[src/rtl/core/mhbl_pkg.sv]
// Package for the histogram bin lookup: item types, opcodes, FSM states
// and default sizes. No dependencies.
`default_nettype none

package mhbl_pkg;

  localparam int MhblMaxDims       = 4;
  localparam int MhblMaxBinsPerDim = 16;
  localparam int MhblMaxTypes      = 4;
  localparam int QueueDepth        = 2;
  localparam int NumCoords         = 4;

  typedef enum logic [1:0] {
    ACT_EDGE   = 2'd0,
    ACT_COUNT  = 2'd1,
    ACT_HEADER = 2'd2,
    ACT_LOOKUP = 2'd3
  } action_e;

  typedef enum logic [2:0] {
    OP_NOP,
    OP_EDGE,
    OP_COUNT,
    OP_HEADER,
    OP_LOOKUP,
    OP_MISS
  } op_e;

  typedef enum logic [2:0] {
    ST_IDLE,
    ST_DIM,
    ST_READ,
    ST_CMP,
    ST_EMIT
  } state_e;

  typedef struct packed {
    logic [1:0]         action;
    logic [1:0]         bin_type;
    logic [1:0]         dim_sel;
    logic [3:0]         entry_sel;
    logic signed [31:0] write_value;
    logic [2:0]         dims_in_use;
    logic signed [31:0] coord_0;
    logic signed [31:0] coord_1;
    logic signed [31:0] coord_2;
    logic signed [31:0] coord_3;
  } in_item_t;

  typedef struct packed {
    logic [15:0] bin_address;
    logic        found;
  } res_item_t;

  // Classified item as it waits between front and back.
  typedef struct packed {
    op_e                          op;
    logic [1:0]                   bin_type;
    logic [1:0]                   dim_sel;
    logic [3:0]                   entry_sel;
    logic signed [31:0]           write_value;
    logic [2:0]                   dims;
    logic [NumCoords-1:0][31:0]   coords;
  } work_t;

  typedef struct packed {
    logic  valid;
    work_t work;
  } head_t;

endpackage

`default_nettype wire

[src/rtl/core/mhbl_front.sv]
// Front end: classifies input beats and buffers them in a short queue.
// Depends on mhbl_pkg.
`default_nettype none

module mhbl_front import mhbl_pkg::*; #(
  parameter int MAX_DIMS         = MhblMaxDims,
  parameter int MAX_BINS_PER_DIM = MhblMaxBinsPerDim,
  parameter int MAX_TYPES        = MhblMaxTypes
) (
  input  wire logic     clk_i,
  input  wire logic     rst_ni,
  input  wire logic     push_i,
  output logic          full_o,
  input  wire in_item_t in_item_i,
  output head_t         head_o,
  input  wire logic     deq_i
);

  localparam int QW = (QueueDepth > 1) ? $clog2(QueueDepth) : 1;

  work_t             cls;
  work_t             q_mem [QueueDepth];
  logic [QW-1:0]     wr_ptr_q, wr_ptr_d, rd_ptr_q, rd_ptr_d;
  logic [QW:0]       cnt_q, cnt_d;
  logic              enq, deq, t_ok, d_ok, e_ok;

  assign t_ok = 32'(in_item_i.bin_type) < MAX_TYPES;
  assign d_ok = 32'(in_item_i.dim_sel) < MAX_DIMS;
  assign e_ok = 32'(in_item_i.entry_sel) < MAX_BINS_PER_DIM;

  always_comb begin
    cls.bin_type    = in_item_i.bin_type;
    cls.dim_sel     = in_item_i.dim_sel;
    cls.entry_sel   = in_item_i.entry_sel;
    cls.write_value = in_item_i.write_value;
    cls.dims        = (32'(in_item_i.dims_in_use) > MAX_DIMS) ? 3'(MAX_DIMS)
                                                              : in_item_i.dims_in_use;
    cls.coords      = {in_item_i.coord_3, in_item_i.coord_2,
                       in_item_i.coord_1, in_item_i.coord_0};
    case (in_item_i.action)
      ACT_EDGE:   cls.op = (t_ok && d_ok && e_ok) ? OP_EDGE : OP_NOP;
      ACT_COUNT:  cls.op = (t_ok && d_ok) ? OP_COUNT : OP_NOP;
      ACT_HEADER: cls.op = t_ok ? OP_HEADER : OP_NOP;
      ACT_LOOKUP: cls.op = t_ok ? OP_LOOKUP : OP_MISS;
      default:    cls.op = OP_NOP;
    endcase
  end

  assign full_o = cnt_q == (QW+1)'(QueueDepth);
  assign enq    = push_i && !full_o;
  assign deq    = deq_i && (cnt_q != '0);

  assign head_o.valid = cnt_q != '0;
  assign head_o.work  = q_mem[rd_ptr_q];

  always_comb begin
    wr_ptr_d = wr_ptr_q;
    rd_ptr_d = rd_ptr_q;
    if (enq) begin
      wr_ptr_d = (32'(wr_ptr_q) == QueueDepth - 1) ? '0 : wr_ptr_q + 1'b1;
    end
    if (deq) begin
      rd_ptr_d = (32'(rd_ptr_q) == QueueDepth - 1) ? '0 : rd_ptr_q + 1'b1;
    end
    cnt_d = cnt_q + (QW+1)'(enq) - (QW+1)'(deq);
  end

  always_ff @(posedge clk_i or negedge rst_ni) begin
    if (!rst_ni) begin
      wr_ptr_q <= '0;
      rd_ptr_q <= '0;
      cnt_q    <= '0;
    end else begin
      wr_ptr_q <= wr_ptr_d;
      rd_ptr_q <= rd_ptr_d;
      cnt_q    <= cnt_d;
    end
  end

  always_ff @(posedge clk_i) begin
    if (enq) begin
      q_mem[wr_ptr_q] <= cls;
    end
  end

endmodule

`default_nettype wire

[config.mk]
export PLATFORM = sky130hd
export DESIGN_NAME = mhbl_front
export DESIGN_NICKNAME = d
export VERILOG_FILES = /design/src/rtl/core/mhbl_pkg.sv /design/src/rtl/core/mhbl_front.sv
export SDC_FILE = /design/constraint.sdc
export NUM_CORES = 1
export LEC_CHECK = 0
export BUFFER_PORTS_ARGS = -buffer_cell sky130_fd_sc_hd__clkbuf_2
export CAP_MARGIN = 20
export CELL_PAD_IN_SITES_DETAIL_PLACEMENT = 1
export CELL_PAD_IN_SITES_GLOBAL_PLACEMENT = 1
export CORE_ASPECT_RATIO = 2
export CORE_MARGIN = 2
export CORE_UTILIZATION = 44
export DETAILED_ROUTE_END_ITERATION = 8
export HOLD_SLACK_MARGIN = 0.12
export PLACE_DENSITY = 0.83
export SYNTH_ARGS = -nofsm -noshare
export SYNTH_HDL_FRONTEND = slang
export SYNTH_SLANG_ARGS = --single-unit
[constraint.sdc]
create_clock -name clk_i -period 11.5 [get_ports clk_i]
set_input_delay 2.3 -clock clk_i [delete_from_list [all_inputs] [get_ports clk_i]]
set_output_delay 2.3 -clock clk_i [all_outputs]
set_load 0.02 [all_outputs]
; ---- Word level (Yosys, flattened, before mapping)
; Memory sizes are Yosys's and may differ from the RTL's.
; Index checks and enable logic that the tools add are counted.
[totals]
wordCells = 24
ram_bits = 348
in_bits = 177
register_bits = 4
n_memories = 1
out_inout_bits = 176
[memory_table]
columns = memory, words, word_bits, read_ports, rd_clocked_by_memory_dff, wr, line
row1 = q_mem, 2, 174, 1, 0, 1, mhbl_front.sv:22  ; work_t q_mem [QueueDepth];
[classes]
muxes = 6
n_reduce_logical = 5
n_eq_ne = 4
order_cmp = 1
n_addsub = 4
[ops]
columns = op, count
row1 = case mux 3 bit (4 select lines), 1
row2 = equality test 2 bit (second input constant), 3
row3 = two-way mux 1 bit, 4
row4 = > comparator 3 bit (second input constant), 1
row5 = two-way mux 3 bit, 1
row6 = adder 1 bit (second input constant), 2
row7 = adder 2 x 1 -> 2 bit, 1
row8 = equality test 2 x 1 -> 1 bit (second input constant), 1
row9 = logical AND 1 bit, 2
row10 = zero test 2 bit, 1
row11 = nonzero test 2 bit, 1
row12 = subtractor 2 x 1 -> 2 bit, 1
row13 = zero test 1 bit, 1

; ---- Logic depth before layout (Yosys ltp)
[depth]
ltp_word = 5
mapped_depth = 7
mapped_depth_nobuf = 7

; ---- Worst setup path after synthesis
; Ideal clock, no wire load.
[synth_timing]
kind = input to register
startpoint = in push_i
endpoint = mem q_mem[0][0] in the netlist's numbering, enable pin
slack_ns = 1.178
required_time_ns = 10.790
n_path_buf = 0
arrival_time_ns = 9.612
setup_ns = 0.710
path_stages = 2
path_cell_list = nand2_1 -> nor2_1
[synth_between]
elab_chain_len = 3
[synth_rtl]
columns = element, line
row1 = from (decl), mhbl_front.sv:12  ; input wire logic push_i,
row2 = logical AND 1 bit, mhbl_front.sv:50  ; assign enq = push_i && !full_o;
row3 = two-way mux 1 bit, mhbl_front.sv:81  ; if (enq) begin
row4 = two-way mux 1 bit (not written as such), mhbl_front.sv:82  ; q_mem[wr_ptr_q] <= cls;
row5 = to (decl), mhbl_front.sv:22
; No other way between the ends.

==> results.txt <==
* Remaining max-slew budget at the tightest pin: 34.3%
- Counting the buffers created by CTS gives 31.
* H-tree levels: 1
* Placeable core area: 28800 um^2
- Global Route met1 Usage: between 10% and 20%
- The HPWL after detailed placement is 20.8 mm.
- Clock tree synthesis found a total of 352 sinks.
* Crit Path Category: flop to output pin
- Entering global routing, the biggest net connects 72 pins.
- Top cell family by delay on the critical path: buffers and inverters
* Adder-cell area share of the yosys netlist: 0.486%
- Number of fill cells: around 2.7k
* DRC viols: 0
- Biggest area contributors in the synthesized netlist: sky130_fd_sc_hd__edfxtp_1 (81%), sky130_fd_sc_hd__mux2_2 (15%), sky130_fd_sc_hd__buf_6 (1.3%)
- Adding up every negative setup slack in the final design gives 0 ns.
* Final Core Density: 55.4%
- The number of slew-limit violations in the final report was 0.
- Multi-input combinational cell area: 2120 um^2
- The largest total area in the synthesized netlist belongs to sky130_fd_sc_hd__edfxtp_1.
- The number of global-route vias before repair came to ~7.5k.
- The finished layout holds 1328 standard cells, fillers aside.
- Synthesis inferred 352 register bits.
* Vertical extent of the die: 246 um
* Slowest library cell on the worst path: sky130_fd_sc_hd__dfrtp_4
- ANT nets after route: 0
- Tightest Hold Check Type: flop to flop
- Summed over all cells, the static leakage comes to between 6 and 7 nW.
* Routing layer with the top usage in global route: met2
- Final WL: 30.0 mm
- Fin Hold WS: 0.514 ns
- The final hold violation count came to 0.
- On the final layout, the worst clock skew is 0.0134 ns.
* Overall die area: 30700 um^2
- Number of buffers inserted for hold repair after clock tree synthesis: 0
- Worst path bufs/invs: 2
- After detailed placement, the design holds a cell count of approximately 1.3k.
* Number of placement rows: 88
* Highest-count cells in the layout ignoring fill and taps: sky130_fd_sc_hd__clkbuf_2 (352), sky130_fd_sc_hd__edfxtp_1 (348), sky130_fd_sc_hd__mux2_2 (174), sky130_fd_sc_hd__clkbuf_16 (31), sky130_fd_sc_hd__clkinv_1 (7)
* Maximum buffer depth of the clock tree: 3
- Post-detailed-route wirelength per cell: 22.6 um
- Worst vdd ir: around 0.00018 V
- Detailed-route vias per instance: 5.01
- The netlist uses 18 different library cells.
- Max-cap check violation count: 0
- STA classifies the critical path startpoint as a flop.
- Width of the die: 125 um
* Sequential share of the synthesized area: between 80 and 90%
- NumNets Final: 1122
- Clock root cell: sky130_fd_sc_hd__clkbuf_16
- TritonCTS built the clock tree.
* Net count after synthesis: 750
* Count of instances resized after the clock tree is built: 0
- For met3 alone, demand over resource in global routing was about 4%.
- For this design the ratio of total power to cell area is between 200 and 300 nW/um^2.
* Final setup fails: 0
- By area, the combinational part of the netlist is dominated by multiplexers.
- In the global route stage, met2 resource usage came out at between 30 and 40%.
* Critical path fanouts, max: 63
* Post-synthesis to final-layout area growth: 24.2%
- Global routing used 18.8% of the available tracks.
- The critical path goes through buf_4, mux2_2, clkbuf_2.
* Post-layout minimum cycle time: between 5 and 6 ns
- Static timing analysis puts the maximum clock frequency at 187 MHz.
- The synthesized netlist occupies a cell area of about 13000 um^2.
* Boundary Pins: between 300 and 400
- Remaining global-route overflow: 0
* Status: finished clean
- Synthesis produced a netlist whose cell count is approximately 570.
- Clock slew at the register clock pins of the worst setup and hold paths: 0.06 ns
- Of the total synthesized cell area, the portion taken by AND, OR, NAND and NOR gates is 0.399%.
- Yosys warns: 0
- After Yosys synthesis, XOR and XNOR cells account for 0.272% of the synthesized area.
- Iteration count of the initial detailed-routing pass: 4
- The clock reaches the later pin of the worst-skew pair after 0.55 ns.
- Routability-driven placement finished with a final weighted congestion of 0.794.
- Crit path required time: 9.20 ns
* Critical Path End Type: output pin
- Final period util: 46.4%
- Registers take 10600 um^2.
- Global-route wire length before repair: 43.5 mm
- In this design, the stage delay of the slowest critical-path cell is 0.97 ns.
- Mux share of post-synthesis cell area: around 15%
- The finished cells cover 16000 um^2.
- Leading cell type in the layout, fill and taps excluded: sky130_fd_sc_hd__clkbuf_2
- Setup repair after global routing left no endpoint under its margin.
- Antenna violations before repair: 6
- Data on the critical path arrives at its endpoint at 3.04 ns.
- Setup Buffers After CTS: 0
* Portion of synthesized cell area occupied by the leading cell type: ~81%
* Vias: 6649
- Once placement finished, the instance area stood at 15000 um^2.
- Proportion of layout cells with a drive suffix above 1: about three fifths
- For this block, the initial DRC count from the detailed router was 335.
- Actual slew at the worst max-slew pin: 0.985 ns
* Average cell area after synthesis: 22.7 um^2
* Port buffer count: between 300 and 400
- Initial core utilization: between 40 and 50%
* Synthesized-area fraction occupied by ao, oa, aoi and oai cells: 0%
## worst reg2reg max path, cell delays in order (launching register included)
cell and delay, ns:
sky130_fd_sc_hd__dfrtp_1 0.41, sky130_fd_sc_hd__nand2b_1 0.15, sky130_fd_sc_hd__nand2_1 0.18, sky130_fd_sc_hd__nor2_4 0.36, sky130_fd_sc_hd__buf_12 0.29, sky130_fd_sc_hd__buf_4 0.76
## cells in the mapped netlist, drive strengths merged
master  count
clkbuf      1
nor2b       2
xor2        1
dfrtp       4
buf        19
inv         4
and2        1
or2         2
mux2      174
and3        1
xnor2       3
nor2        1
nand2       1
ha          5
edfxtp    348
nand2b      1
## sequential cells by signal (all words and copies together) (netlist names)
signal,cells
q_mem,348
rd_ptr_q,1
cnt_q,2
wr_ptr_q,1
## worst paths after layout
check	slack, ns	startpoint	end	cells after the start
max	6.16	rd_ptr_q$_DFFE_PN0P_	head_o[169]	3
min	0.51	cnt_q[1]$_DFF_PN0_	cnt_q[1]$_DFF_PN0_	1
max reg2reg	8.88	cnt_q[1]$_DFF_PN0_	q_mem[0][5]$_DFFE_PP_	5
min reg2reg	0.51	cnt_q[1]$_DFF_PN0_	cnt_q[1]$_DFF_PN0_	1
max in group asynchronous	9.80	rst_ni	rd_ptr_q$_DFFE_PN0P_	1
min in group asynchronous	1.55	rst_ni	cnt_q[1]$_DFF_PN0_	1
## cells by family after synthesis
group / count (synthesis)
xor+xnor: 4
fa+ha+maj: 5
buf+inv: 24
flops: 352
mux: 174
simple gates: 9
## per-layer routing
metal,routed length [um],share of wire [%]
met5,27,0.090
met4,1560,5.2
met3,1720,5.7
met2,17400,58
met1,9370,31
## report_power, final
part | leakage, nW | switching [W] | internal, W
Clock | 0.483 | 0.000442 | 0.000584
Sequential | 3.28 | 0.000111 | 0.00176
Combinational | 2.28 | 0.000882 | 0.000516
## through the flow
stage | power [W] | setup slack (ns)
global route | 0.00447 | 5.99
finish | 0.00429 | 6.16
global placement | 0.00325 | 6.67
CTS | 0.00435 | 6.13
floorplan | 0.00290 | 1.18
detailed placement | 0.00331 | 6.72
## cell type report
class / count / share of cell area (%)
Antenna cell: 4 / 0.0626
Clock buffer: 35 / 4.95
Clock inverter: 22 / 1.37
Inverter: 4 / 0.0939
Multi-Input combinational cell: 192 / 13.3
Sequential cell: 352 / 66.0
Tap cell: 360 / 2.82
Timing Repair Buffer: 359 / 11.4
No activity file was read; power rests on OpenSTA's default activity.
